===== src/hdl/assert_macros.svh =====
// ---------------------------------------------------------------------------
// Assertion macros
// Shared concurrent assertion forms; NO_ASSERTIONS removes them all.
// ---------------------------------------------------------------------------
`ifndef ASSERT_MACROS_SVH
`define ASSERT_MACROS_SVH

`ifndef NO_ASSERTIONS

// same-cycle implication, checked out of reset
`define ASSERT_IMPL(label, clk, rst_n, ante, cons, msg) \
    label: assert property (@(posedge clk) disable iff (!(rst_n)) (ante) |-> (cons)) \
        else $error(msg);

// next-cycle implication, checked out of reset
`define ASSERT_NEXT(label, clk, rst_n, ante, cons, msg) \
    label: assert property (@(posedge clk) disable iff (!(rst_n)) (ante) |=> (cons)) \
        else $error(msg);

`else

`define ASSERT_IMPL(label, clk, rst_n, ante, cons, msg)
`define ASSERT_NEXT(label, clk, rst_n, ante, cons, msg)

`endif

`endif


===== src/hdl/trkimg_pkg.sv =====
// ---------------------------------------------------------------------------
// Track image parser package
// Shared constants, status codes and the result word layout.
// ---------------------------------------------------------------------------
`default_nettype none

package trkimg_pkg;

    // default limits
    localparam int MAX_TRACKS_DEF      = 160;
    localparam int MAX_TRACK_BYTES_DEF = 16384;

    // configuration register indexes
    localparam logic CFG_MAGIC   = 1'b0;
    localparam logic CFG_VERSION = 1'b1;

    // reported status
    typedef enum logic [2:0] {
        ST_PARSING  = 3'd0,
        ST_COMPLETE = 3'd1,
        ST_BADHDR   = 3'd2,
        ST_BADLEN   = 3'd3,
        ST_TRUNC    = 3'd4
    } t_status;

    // one result word
    typedef struct packed {
        logic        write_en;
        logic [7:0]  write_track;
        logic [13:0] write_offset;
        logic [7:0]  write_value;
        logic        commit;
        logic [17:0] commit_bits;
        t_status     status;
        logic [7:0]  tracks_done;
    } t_result;

endpackage

`default_nettype wire


===== src/hdl/track_image_stream_parser.sv =====
// ---------------------------------------------------------------------------
// Track image stream parser
// Byte-wise disk image parser emitting tagged payload writes and commits.
// ---------------------------------------------------------------------------
// One byte in gives one result word out in the next cycle. A byte is taken
// every cycle while the output register is empty or being drained, so the
// sustained rate is one byte per clock; the only stall source is downstream
// backpressure on the single output register. tuser with the first-byte flag
// restarts parsing at header byte zero; tlast on a byte that leaves the image
// unfinished reports truncated. Users write expected_magic and
// expected_version via cfg only while the stream idles; not enforced.
`default_nettype none

`include "assert_macros.svh"

module track_image_stream_parser #(
    parameter int MAX_TRACKS      = trkimg_pkg::MAX_TRACKS_DEF,
    parameter int MAX_TRACK_BYTES = trkimg_pkg::MAX_TRACK_BYTES_DEF
) (
    input  wire logic        i_clk,
    input  wire logic        i_rst_n,
    // configuration write port
    input  wire logic        i_cfg_wen,
    input  wire logic        i_cfg_idx,
    input  wire logic [31:0] i_cfg_wdata,
    // byte stream in
    input  wire logic        s_axis_tvalid,
    output logic             s_axis_tready,
    input  wire logic [7:0]  s_axis_tdata,   // [7:0] data_byte
    input  wire logic        s_axis_tuser,   // [0] first_byte
    input  wire logic        s_axis_tlast,   // last_byte
    // result stream out
    output logic             m_axis_tvalid,
    input  wire logic        m_axis_tready,
    // [7:0] write_track, [21:8] write_offset, [29:22] write_value,
    // [47:30] commit_bits, [50:48] status, [58:51] tracks_done, [63:59] zero
    output logic [63:0]      m_axis_tdata,
    output logic [1:0]       m_axis_tuser    // [0] write_en, [1] commit
);

    trkimg_pkg::t_result core_res;
    trkimg_pkg::t_result out_res;
    logic                can_load;
    logic                accept;

    assign s_axis_tready = can_load;
    assign accept        = s_axis_tvalid && can_load;

    // parse logic and state
    trkimg_parse_core #(
        .MAX_TRACKS      (MAX_TRACKS),
        .MAX_TRACK_BYTES (MAX_TRACK_BYTES)
    ) u_core (
        .i_clk       (i_clk),
        .i_rst_n     (i_rst_n),
        .i_cfg_wen   (i_cfg_wen),
        .i_cfg_idx   (i_cfg_idx),
        .i_cfg_wdata (i_cfg_wdata),
        .i_accept    (accept),
        .i_first     (s_axis_tuser),
        .i_last      (s_axis_tlast),
        .i_data      (s_axis_tdata),
        .o_result    (core_res)
    );

    // result register
    trkimg_out_reg u_out (
        .i_clk      (i_clk),
        .i_rst_n    (i_rst_n),
        .i_load     (accept),
        .i_result   (core_res),
        .i_m_ready  (m_axis_tready),
        .o_m_valid  (m_axis_tvalid),
        .o_can_load (can_load),
        .o_result   (out_res)
    );

    // pack the result word
    assign m_axis_tdata = {5'b0, out_res.tracks_done, out_res.status, out_res.commit_bits,
                           out_res.write_value, out_res.write_offset, out_res.write_track};
    assign m_axis_tuser = {out_res.commit, out_res.write_en};

    // checks
    `ASSERT_IMPL(a_ready_when_empty, i_clk, i_rst_n, !m_axis_tvalid, s_axis_tready,
        "input stalled with empty output register")
    `ASSERT_NEXT(a_accept_fills, i_clk, i_rst_n, accept, m_axis_tvalid,
        "accepted byte produced no result word")
    `ASSERT_IMPL(a_badhdr_quiet, i_clk, i_rst_n,
        m_axis_tvalid && out_res.status == trkimg_pkg::ST_BADHDR,
        !out_res.write_en && !out_res.commit,
        "write or commit alongside bad header")
    `ASSERT_IMPL(a_empty_commit, i_clk, i_rst_n,
        m_axis_tvalid && out_res.commit && !out_res.write_en,
        out_res.commit_bits == 18'd0,
        "commit without write carries nonzero bit count")

endmodule

`default_nettype wire


===== src/hdl/trkimg_parse_core.sv =====
// ---------------------------------------------------------------------------
// Track image parser core
// Parse state registers and the per-byte next-state / result logic.
// ---------------------------------------------------------------------------
`default_nettype none

module trkimg_parse_core #(
    parameter int MAX_TRACKS      = trkimg_pkg::MAX_TRACKS_DEF,
    parameter int MAX_TRACK_BYTES = trkimg_pkg::MAX_TRACK_BYTES_DEF
) (
    input  wire logic               i_clk,
    input  wire logic               i_rst_n,
    input  wire logic               i_cfg_wen,
    input  wire logic               i_cfg_idx,
    input  wire logic [31:0]        i_cfg_wdata,
    input  wire logic               i_accept,
    input  wire logic               i_first,
    input  wire logic               i_last,
    input  wire logic [7:0]         i_data,
    output trkimg_pkg::t_result     o_result
);

    localparam int TRK_W  = $clog2(MAX_TRACKS + 1);
    localparam int BL_W   = $clog2(MAX_TRACK_BYTES * 8 + 1);
    localparam int PL_W   = $clog2(MAX_TRACK_BYTES + 1);
    localparam logic [31:0] MAX_BITS   = 32'(MAX_TRACK_BYTES * 8);
    localparam logic [31:0] MAX_TRK_32 = 32'(MAX_TRACKS);

    typedef enum logic [2:0] {
        PH_HDR, PH_LEN, PH_PAY, PH_PAD, PH_DONE, PH_ERR
    } t_phase;

    // parse state
    t_phase              r_phase, c_phase, n_phase;
    logic [3:0]          r_pos, c_pos, n_pos;
    logic [31:0]         r_wb, c_wb, n_wb;
    logic [TRK_W-1:0]    r_total, c_total, n_total;
    logic [TRK_W-1:0]    r_ti, c_ti, n_ti;
    logic [BL_W-1:0]     r_bits, c_bits, n_bits;
    logic [PL_W-1:0]     r_plen, c_plen, n_plen;
    logic [PL_W-1:0]     r_pp, c_pp, n_pp;
    logic [1:0]          r_pad, c_pad, n_pad;
    trkimg_pkg::t_status r_err, c_err, n_err;
    logic                r_hdr_bad, c_hdr_bad, n_hdr_bad;
    logic [31:0]         r_magic, r_version;

    logic [31:0]         wb_acc;
    logic [TRK_W-1:0]    ti_inc;
    logic                trk_last;
    logic [PL_W-1:0]     pp_inc;
    logic [PL_W-1:0]     plen_calc;
    logic [BL_W-1:0]     len_bits;
    trkimg_pkg::t_result res;

    // start-of-image flag restarts from a clean header state
    always_comb begin
        if (i_first) begin
            c_phase   = PH_HDR;
            c_pos     = '0;
            c_wb      = '0;
            c_total   = '0;
            c_ti      = '0;
            c_bits    = '0;
            c_plen    = '0;
            c_pp      = '0;
            c_pad     = '0;
            c_err     = trkimg_pkg::ST_PARSING;
            c_hdr_bad = 1'b0;
        end else begin
            c_phase   = r_phase;
            c_pos     = r_pos;
            c_wb      = r_wb;
            c_total   = r_total;
            c_ti      = r_ti;
            c_bits    = r_bits;
            c_plen    = r_plen;
            c_pp      = r_pp;
            c_pad     = r_pad;
            c_err     = r_err;
            c_hdr_bad = r_hdr_bad;
        end
    end

    // byte lane merge, counters and length decode
    assign wb_acc    = c_wb | (32'(i_data) << {c_pos[1:0], 3'b000});
    assign ti_inc    = c_ti + 1'b1;
    assign trk_last  = (ti_inc >= c_total);
    assign pp_inc    = c_pp + 1'b1;
    assign len_bits  = wb_acc[BL_W-1:0];
    assign plen_calc = PL_W'(({1'b0, len_bits} + (BL_W+1)'(7)) >> 3);

    // next state and result
    always_comb begin
        n_phase   = c_phase;
        n_pos     = c_pos;
        n_wb      = c_wb;
        n_total   = c_total;
        n_ti      = c_ti;
        n_bits    = c_bits;
        n_plen    = c_plen;
        n_pp      = c_pp;
        n_pad     = c_pad;
        n_err     = c_err;
        n_hdr_bad = c_hdr_bad;
        res       = '0;

        case (c_phase)
            PH_HDR: begin
                n_wb = wb_acc;
                if (c_pos[1:0] == 2'd3) begin
                    if (c_pos == 4'd3 && wb_acc != r_magic) begin
                        n_hdr_bad = 1'b1;
                    end
                    if (c_pos == 4'd7 && wb_acc != r_version) begin
                        n_hdr_bad = 1'b1;
                    end
                    if (c_pos == 4'd11) begin
                        if (wb_acc == 32'd0 || wb_acc > MAX_TRK_32) begin
                            n_hdr_bad = 1'b1;
                        end else begin
                            n_total = wb_acc[TRK_W-1:0];
                        end
                    end
                    n_wb = '0;
                end
                if (c_pos == 4'd15) begin
                    if (n_hdr_bad) begin
                        n_phase = PH_ERR;
                        n_err   = trkimg_pkg::ST_BADHDR;
                    end else begin
                        n_ti    = '0;
                        n_pos   = '0;
                        n_phase = PH_LEN;
                    end
                end else begin
                    n_pos = c_pos + 1'b1;
                end
            end
            PH_LEN: begin
                n_wb = wb_acc;
                if (c_pos[1:0] == 2'd3) begin
                    n_wb = '0;
                    if (wb_acc > MAX_BITS) begin
                        n_phase = PH_ERR;
                        n_err   = trkimg_pkg::ST_BADLEN;
                    end else begin
                        n_bits = len_bits;
                        n_plen = plen_calc;
                        n_pp   = '0;
                        n_pad  = 2'(2'd0 - plen_calc[1:0]);
                        if (plen_calc == '0) begin
                            // empty track commits right away
                            res.commit      = 1'b1;
                            res.write_track = 8'(c_ti);
                            n_ti            = ti_inc;
                            n_pos           = '0;
                            n_phase         = trk_last ? PH_DONE : PH_LEN;
                        end else begin
                            n_phase = PH_PAY;
                        end
                    end
                end else begin
                    n_pos = c_pos + 1'b1;
                end
            end
            PH_PAY: begin
                res.write_en     = 1'b1;
                res.write_track  = 8'(c_ti);
                res.write_offset = 14'(c_pp);
                res.write_value  = i_data;
                n_pp             = pp_inc;
                if (pp_inc >= c_plen) begin
                    res.commit      = 1'b1;
                    res.commit_bits = 18'(c_bits);
                    if (c_pad != 2'd0) begin
                        n_phase = PH_PAD;
                    end else begin
                        n_ti    = ti_inc;
                        n_pos   = '0;
                        n_wb    = '0;
                        n_phase = trk_last ? PH_DONE : PH_LEN;
                    end
                end
            end
            PH_PAD: begin
                n_pad = c_pad - 1'b1;
                if (n_pad == 2'd0) begin
                    n_ti    = ti_inc;
                    n_pos   = '0;
                    n_wb    = '0;
                    n_phase = trk_last ? PH_DONE : PH_LEN;
                end
            end
            default: begin
            end
        endcase

        // end of buffer before the image is finished
        if (i_last && n_phase != PH_DONE && n_phase != PH_ERR) begin
            n_phase = PH_ERR;
            n_err   = trkimg_pkg::ST_TRUNC;
        end

        case (n_phase)
            PH_DONE: res.status = trkimg_pkg::ST_COMPLETE;
            PH_ERR:  res.status = n_err;
            default: res.status = trkimg_pkg::ST_PARSING;
        endcase
        res.tracks_done = 8'(n_ti);
    end

    assign o_result = res;

    // state and configuration registers
    always_ff @(posedge i_clk) begin
        if (!i_rst_n) begin
            r_phase   <= PH_HDR;
            r_pos     <= '0;
            r_wb      <= '0;
            r_total   <= '0;
            r_ti      <= '0;
            r_bits    <= '0;
            r_plen    <= '0;
            r_pp      <= '0;
            r_pad     <= '0;
            r_err     <= trkimg_pkg::ST_PARSING;
            r_hdr_bad <= 1'b0;
            r_magic   <= '0;
            r_version <= '0;
        end else begin
            if (i_cfg_wen) begin
                case (i_cfg_idx)
                    trkimg_pkg::CFG_MAGIC:   r_magic   <= i_cfg_wdata;
                    trkimg_pkg::CFG_VERSION: r_version <= i_cfg_wdata;
                    default: begin
                    end
                endcase
            end
            if (i_accept) begin
                r_phase   <= n_phase;
                r_pos     <= n_pos;
                r_wb      <= n_wb;
                r_total   <= n_total;
                r_ti      <= n_ti;
                r_bits    <= n_bits;
                r_plen    <= n_plen;
                r_pp      <= n_pp;
                r_pad     <= n_pad;
                r_err     <= n_err;
                r_hdr_bad <= n_hdr_bad;
            end
        end
    end

endmodule

`default_nettype wire


===== src/hdl/trkimg_out_reg.sv =====
// ---------------------------------------------------------------------------
// Track image parser output register
// Holds one result word; refills in the cycle the held word is taken.
// ---------------------------------------------------------------------------
`default_nettype none

module trkimg_out_reg (
    input  wire logic                i_clk,
    input  wire logic                i_rst_n,
    input  wire logic                i_load,
    input  trkimg_pkg::t_result      i_result,
    input  wire logic                i_m_ready,
    output logic                     o_m_valid,
    output logic                     o_can_load,
    output trkimg_pkg::t_result      o_result
);

    logic                r_valid;
    trkimg_pkg::t_result r_result;

    // free when empty or being drained this cycle
    assign o_can_load = !r_valid || i_m_ready;

    always_ff @(posedge i_clk) begin
        if (!i_rst_n) begin
            r_valid <= 1'b0;
        end else if (o_can_load) begin
            r_valid <= i_load;
        end
    end

    // payload
    always_ff @(posedge i_clk) begin
        if (i_load && o_can_load) begin
            r_result <= i_result;
        end
    end

    assign o_m_valid = r_valid;
    assign o_result  = r_result;

endmodule

`default_nettype wire

===== config.mk =====
export PLATFORM = sky130hd
export DESIGN_NAME = track_image_stream_parser
export DESIGN_NICKNAME = d
export VERILOG_FILES = /design/src/hdl/trkimg_pkg.sv /design/src/hdl/track_image_stream_parser.sv /design/src/hdl/trkimg_parse_core.sv /design/src/hdl/trkimg_out_reg.sv
export VERILOG_INCLUDE_DIRS = /design/src /design/src/hdl
export SDC_FILE = /design/constraint.sdc
export NUM_CORES = 1
export LEC_CHECK = 0
export ABC_AREA = 0
export BUFFER_PORTS_ARGS = -buffer_cell sky130_fd_sc_hd__buf_2
export CAP_MARGIN = 5
export CORE_MARGIN = 2
export CORE_UTILIZATION = 60
export DETAILED_ROUTE_END_ITERATION = 12
export HOLD_SLACK_MARGIN = 0.12
export PLACE_DENSITY = 0.78
export SLEW_MARGIN = 20
export SYNTH_ARGS = -nofsm -noshare
export SYNTH_HDL_FRONTEND = slang
export SYNTH_HIERARCHICAL = 1
export SYNTH_SLANG_ARGS = --single-unit

===== constraint.sdc =====
create_clock -name i_clk -period 6.1 [get_ports i_clk]
set_input_delay 0.61 -clock i_clk [delete_from_list [all_inputs] [get_ports i_clk]]
set_output_delay 0.61 -clock i_clk [all_outputs]
set_load 0.05 [all_outputs]

After elaboration in Yosys (flattened, before gate mapping)
Cells that the tools add are included.
- register bits: 235
- $add $sub $neg: 6
- magnitude comparators: 4
- equal/unequal tests: 14
- shift-type cells: 1
- muxes and demuxes: 85
- bitwise gates (word level): 2
- reduce and logical (&&, ||, !) cells: 18
- operators by type and width (operator ; count):
    $mux W32 ; 5
    $mux W8 ; 17
    $mux W15 ; 7
    $pmux W32 S3 ; 1
    $mux W18 ; 4
    $ne A32 B32 Y1 ; 2
    $mux W3 ; 17
    $mux W4 ; 9
    $gt A32 B18 Y1 const B ; 1
    $gt A32 B8 Y1 const B ; 1
    $logic_not A32 Y1 ; 1
    $or A32 B32 Y32 ; 1
    $pmux W8 S4 ; 1
    $shl A8 B5 Y32 ; 1
    $pmux W15 S2 ; 1
    $mux W19 ; 1
    $add A18 B3 Y18 const B ; 1
    $pmux W4 S4 ; 1
    $pmux W8 S2 ; 1
    $add A15 B1 Y15 const B ; 1
    $ge A15 B15 Y1 ; 1
    $logic_not A15 Y1 ; 1
    $mux W1 ; 12
    $pmux W3 S2 ; 2
    26 further kinds ; 40

Longest topological paths before layout
- depth in word-level cells: 20
- mapped depth: 23
- mapped depth without buffers: 19

By module
The synthesis kept the hierarchy.
- by module, submodules not included (module ; instances ; cells an instance ; area an instance (um^2) ; sequential area each (um^2)):
    trkimg_parse_core ; 1 ; 1340 ; 10132.2 ; 3463.3
    trkimg_out_reg ; 1 ; 66 ; 1889.3 ; 1851.8
    track_image_stream_parser ; 1 ; 7 ; 47.5 ; 0.0

Least setup slack after synthesis
No wires, ideal clock.
- path kind: input to register
- from: input port s_axis_tuser
- to: register u_core.r_err[0]
- setup time: 0.132 ns
- data arrival time: 4.741 ns
- data required time: 5.968 ns
- slack: 1.226 ns
- stages on the path: 22
- path buffers: 3
- cell sequence: buf_2 inv_1 clkbuf_1 buf_1 nand2_1 inv_1 ha_1 nand3_1 nor2_1 nand3_1 xor2_1 nor2_1 ha_1 nand4_1 nor3_1 or3_1 o21a_1 o21a_1 and3_1 o41ai_1 a311o_1 a21oi_1
- word-level cells in the longest chain between the ends: 18
- elaborated cells on any way between the ends: 64
- ends and longest elaborated chain (element ; RTL line ; text):
    start, declared ; track_image_stream_parser.sv:30 ; input wire logic s_axis_tuser,
    branches (longest 17 deep; another with $gt A32 B8 Y1) ; - ;
    $mux W3 (*) ; trkimg_parse_core.sv:199 ; if (i_last && n_phase != PH_DONE && n_phase != PH_ERR) begin
    end signal, assigned ; trkimg_parse_core.sv:226 ; r_err <= trkimg_pkg::ST_PARSING;
    end signal, assigned ; trkimg_parse_core.sv:249 ; r_err <= n_err;
    end, declared ; trkimg_parse_core.sv:43 ; trkimg_pkg::t_status r_err, c_err, n_err;
Mark *: on every way between the ends. The select of a mux whose other input is x is not followed.
A chain may end at the register's enable or synchronous reset.

Worst setup path after layout
- from: input port s_axis_tuser
- to: register u_core.r_wb[1]
- word-level cells in the longest chain between the ends: 5
- elaborated cells on any way between the ends: 24
- ends and longest elaborated chain (element ; RTL line ; text):
    $mux W15, or another cell as far along ; trkimg_parse_core.sv:57 ; if (i_first) begin
    $add A15 B1 Y15, or another cell as far along ; trkimg_parse_core.sv:88 ; assign pp_inc = c_pp + 1'b1;
    $ge A15 B15 Y1, or another cell as far along ; trkimg_parse_core.sv:172 ; if (pp_inc >= c_plen) begin
    $mux W32 (on tied branches) ; - ;
    $pmux W32 S3 (*) ; trkimg_parse_core.sv:107 ; case (c_phase)
    end signal, assigned ; trkimg_parse_core.sv:242 ; r_wb <= n_wb;
    end, declared ; trkimg_parse_core.sv:36 ; logic [31:0] r_wb, c_wb, n_wb;
Every way passes the cells marked *; elsewhere a longest branch is shown, timed or not.

==> metrics <==
outcome=complete, no violations; EDFF count, synth=61; Crit. Startpoint=s_axis_tuser; Post-CTS Setup Bufs=0; FF-to-FF path depth=17; Hold WC Path Type=primary input to flop; Clock transition at path regs=0.06 ns; ys async rst share=0%; antenna violations before repair=0; syn_area_per_cell=between 8 and 9 um2; Worst Path Arrival=between 5 and 6 ns; post-synth cell types=90; final WL=just over 30 mm; H-tree depth=1; number of global-route vias before repair=between 9000 and 10000; Tightest Pin Transition=slightly above 1 ns; hold path startpoint=i_cfg_wdata[20]; fmax=just over 0.2 GHz; nets=about 1500; skew final=between 0.01 and 0.015 ns; routed vias=approximately 11000; # Max-Cap Violations=0; worst flop-to-flop path startpoint=u_core/r_pp[1]$_SDFFE_PN0P_; Synth Instances=between 1000 and 1500; worst slack, placed=approximately 0.80 ns; share of the synthesized area in the top cell type=28.86%; Placeable Area=just under 0.02 mm2; most frequent cell after synthesis=nand2_1; total negative slack=0 ns; top_reg_cell synth=dfxtp_1; clock sink count=approximately 240; Reg2Reg Setup Slack=about 1.3 ns; clock buffer count from CTS=24; Die ar.=roughly 0.021 mm2; crit start category=primary input; top cells by count, synth=220 x nand2_1, 174 x dfxtp_1, 145 x nor2_1; Lkg Pwr=4.967 nW; maximum VDD drop=between 0.2 and 0.3 mV; synth top area cells=dfxtp_1 29%, edfxtp_1 15%, nand2_1 6.8%, xnor2_1 5.9%, a21oi_1 5.2%; Die W=145.8 um; port bufs=110; DRC=0; final setup vio count=0; largest net degree at the start of global routing=81; sequential area share after synthesis=roughly 44%; CP Data Required Time=about 6.5 ns; Hold Vio Cnt, Final=0; Top Ports=about 120; clock root cell=clkbuf_16; relative slew slack=32.31%; first-pass GRT wire length=between 50 and 60 mm; vias per inst=just over 6; hold depth=3; CTS tree=done; PwrDens=about 270 mW/mm2; Area growth syn-to-layout=11.13%; Core Rows=around 50; Initial Util=61.61%; Critical Path End Type=flop; final core occ=about two thirds; GRT Overall Usage=roughly 28%; worst-path fanout max=19; total grt overflow=0; DP HPWL=around 21 mm; critical path type=primary input to flop; post-cts resize count=0; Slew Limit Fails=0; clock buffer depth=3; RePlAce Congestion=0.8968; Wirelength per Cell=17.76 um; ant diodes=0; antenna-violating nets left=0; RSZ-0062 raised after global routing=false; Syn Std Cell Area=about 0.012 mm2; FILL cells=about 1600; drt first-iter violations=1001; die height=roughly 150 um; layout cells sized above 1=between 10% and 20%; Final WS setup=between 1 and 1.5 ns; Yosys top cell by area=dfxtp_1; Yosys warning count=6; Final min period=about 4.9 ns; clk_lat worst skew=~0.52 ns; Tcrit/Tclk final=about 81%; Yosys reg bits=235; hold buffer count at CTS=0; DRT Pass-1 Iters=6
==> sequential cells by signal, summed over array words and instances, names as in the netlist, 15 cells and up <==
name,cells
u_core/r_wb,32
u_core/r_version,32
u_core/r_plen,15
u_core/r_pp,15
u_core/r_magic,32
u_core/r_bits,18
u_out/o_result,61
==> worst paths after layout <==
check,to
worst max-delay path,u_core/r_wb[1]$_SDFFE_PN0P_
worst min-delay path,u_core/r_magic[20]$_SDFFE_PN0P_
worst max register to register,u_core/r_wb[1]$_SDFFE_PN0P_
worst min register to register,u_core/r_err[0]$_SDFFE_PN0P_
==> layout make-up <==
cell class / count / area [um2] / share of cell area [%]
multi-input cells: 1042 / 6190 / 46.15
flip-flops and latches: 235 / 5316 / 39.64
clock buffers: 29 / 650.6 / 4.851
repair buffers: 122 / 640.6 / 4.776
well taps: 265 / 331.6 / 2.472
inverters: 42 / 162.7 / 1.213
clock inverters: 15 / 121.4 / 0.9048
==> power breakdown <==
| group | leakage, nW | switching [mW] | internal, mW |
|---|---|---|---|
| clock network | 0.384 | 0.604 | 0.841 |
| registers | 2.02 | 0.0347 | 1.65 |
| logic | 2.56 | 0.359 | 0.138 |
==> cell families (layout without fill, tap and decap cells) <==
logic type,after synthesis,in the layout,share of synthesized area [%]
AOI/OAI and AO/OA,333,333,18.41
buffers and inverters,140,208,4.966
other,1,5,0.03107
adders and majority gates,29,29,3.006
DFF,235,235,44.04
and+or+nand+nor,580,580,22.57
xor gates and xnor gates,94,94,6.884
muxes,1,1,0.09330
==> metrics by stage <==
stage / hold slack [ns] / power, mW / std cells / area, um2
floorplan: 0.4303 / 2.083 / 1417 / 12080
global placement: 0.4400 / 2.205 / 1706 / 12630
detailed placement: 0.4477 / 2.211 / 1706 / 12630
CTS: 0.3275 / 3.644 / 1750 / 13400
global route: 0.3324 / 3.748 / 1750 / 13410
finish: 0.3384 / 3.631 / 1750 / 13410
==> layer usage <==
layer	part of all wire [%]	routed length, um	GRT usage [%]	vias up
li1	-	-	-	5055
met1	41	12890	37.37	4980
met2	48	15050	48.80	462
met3	6.7	2079	3.009	75
met4	3.4	1056	9.804	0
met5	0	0	0	-
==> cells in the final DEF, fill, tap and decap left out, types with 40 or more instances in the layout <==
cell type | synthesis | layout
buf_2 | 17 | 110
dfxtp_1 | 174 | 173
nand2_1 | 220 | 219
and2_1 | 56 | 56
a22oi_1 | 66 | 66
edfxtp_1 | 61 | 61
nor2_1 | 145 | 144
a21oi_1 | 125 | 125
xnor2_1 | 81 | 81
inv_1 | 40 | 40
==> worst max-delay path, stage by stage <==
cell and delay [ns]:
buf_2 0.24, inv_1 0.15, nand2_1 0.10, inv_1 0.09, ha_1 0.23, nand3_1 0.21, nor2_1 0.44, nand3_1 0.15
xor2_1 0.16, nor2_1 0.14, ha_1 0.26, o21ai_0 0.08, nor2_1 0.06, or3_1 0.37, o211a_1 0.29, nor3b_1 0.56
nor2_1 0.15, o21ai_0 0.67, o21ai_0 0.20, a21oi_1 0.17
(Power assumes the default switching activity.)
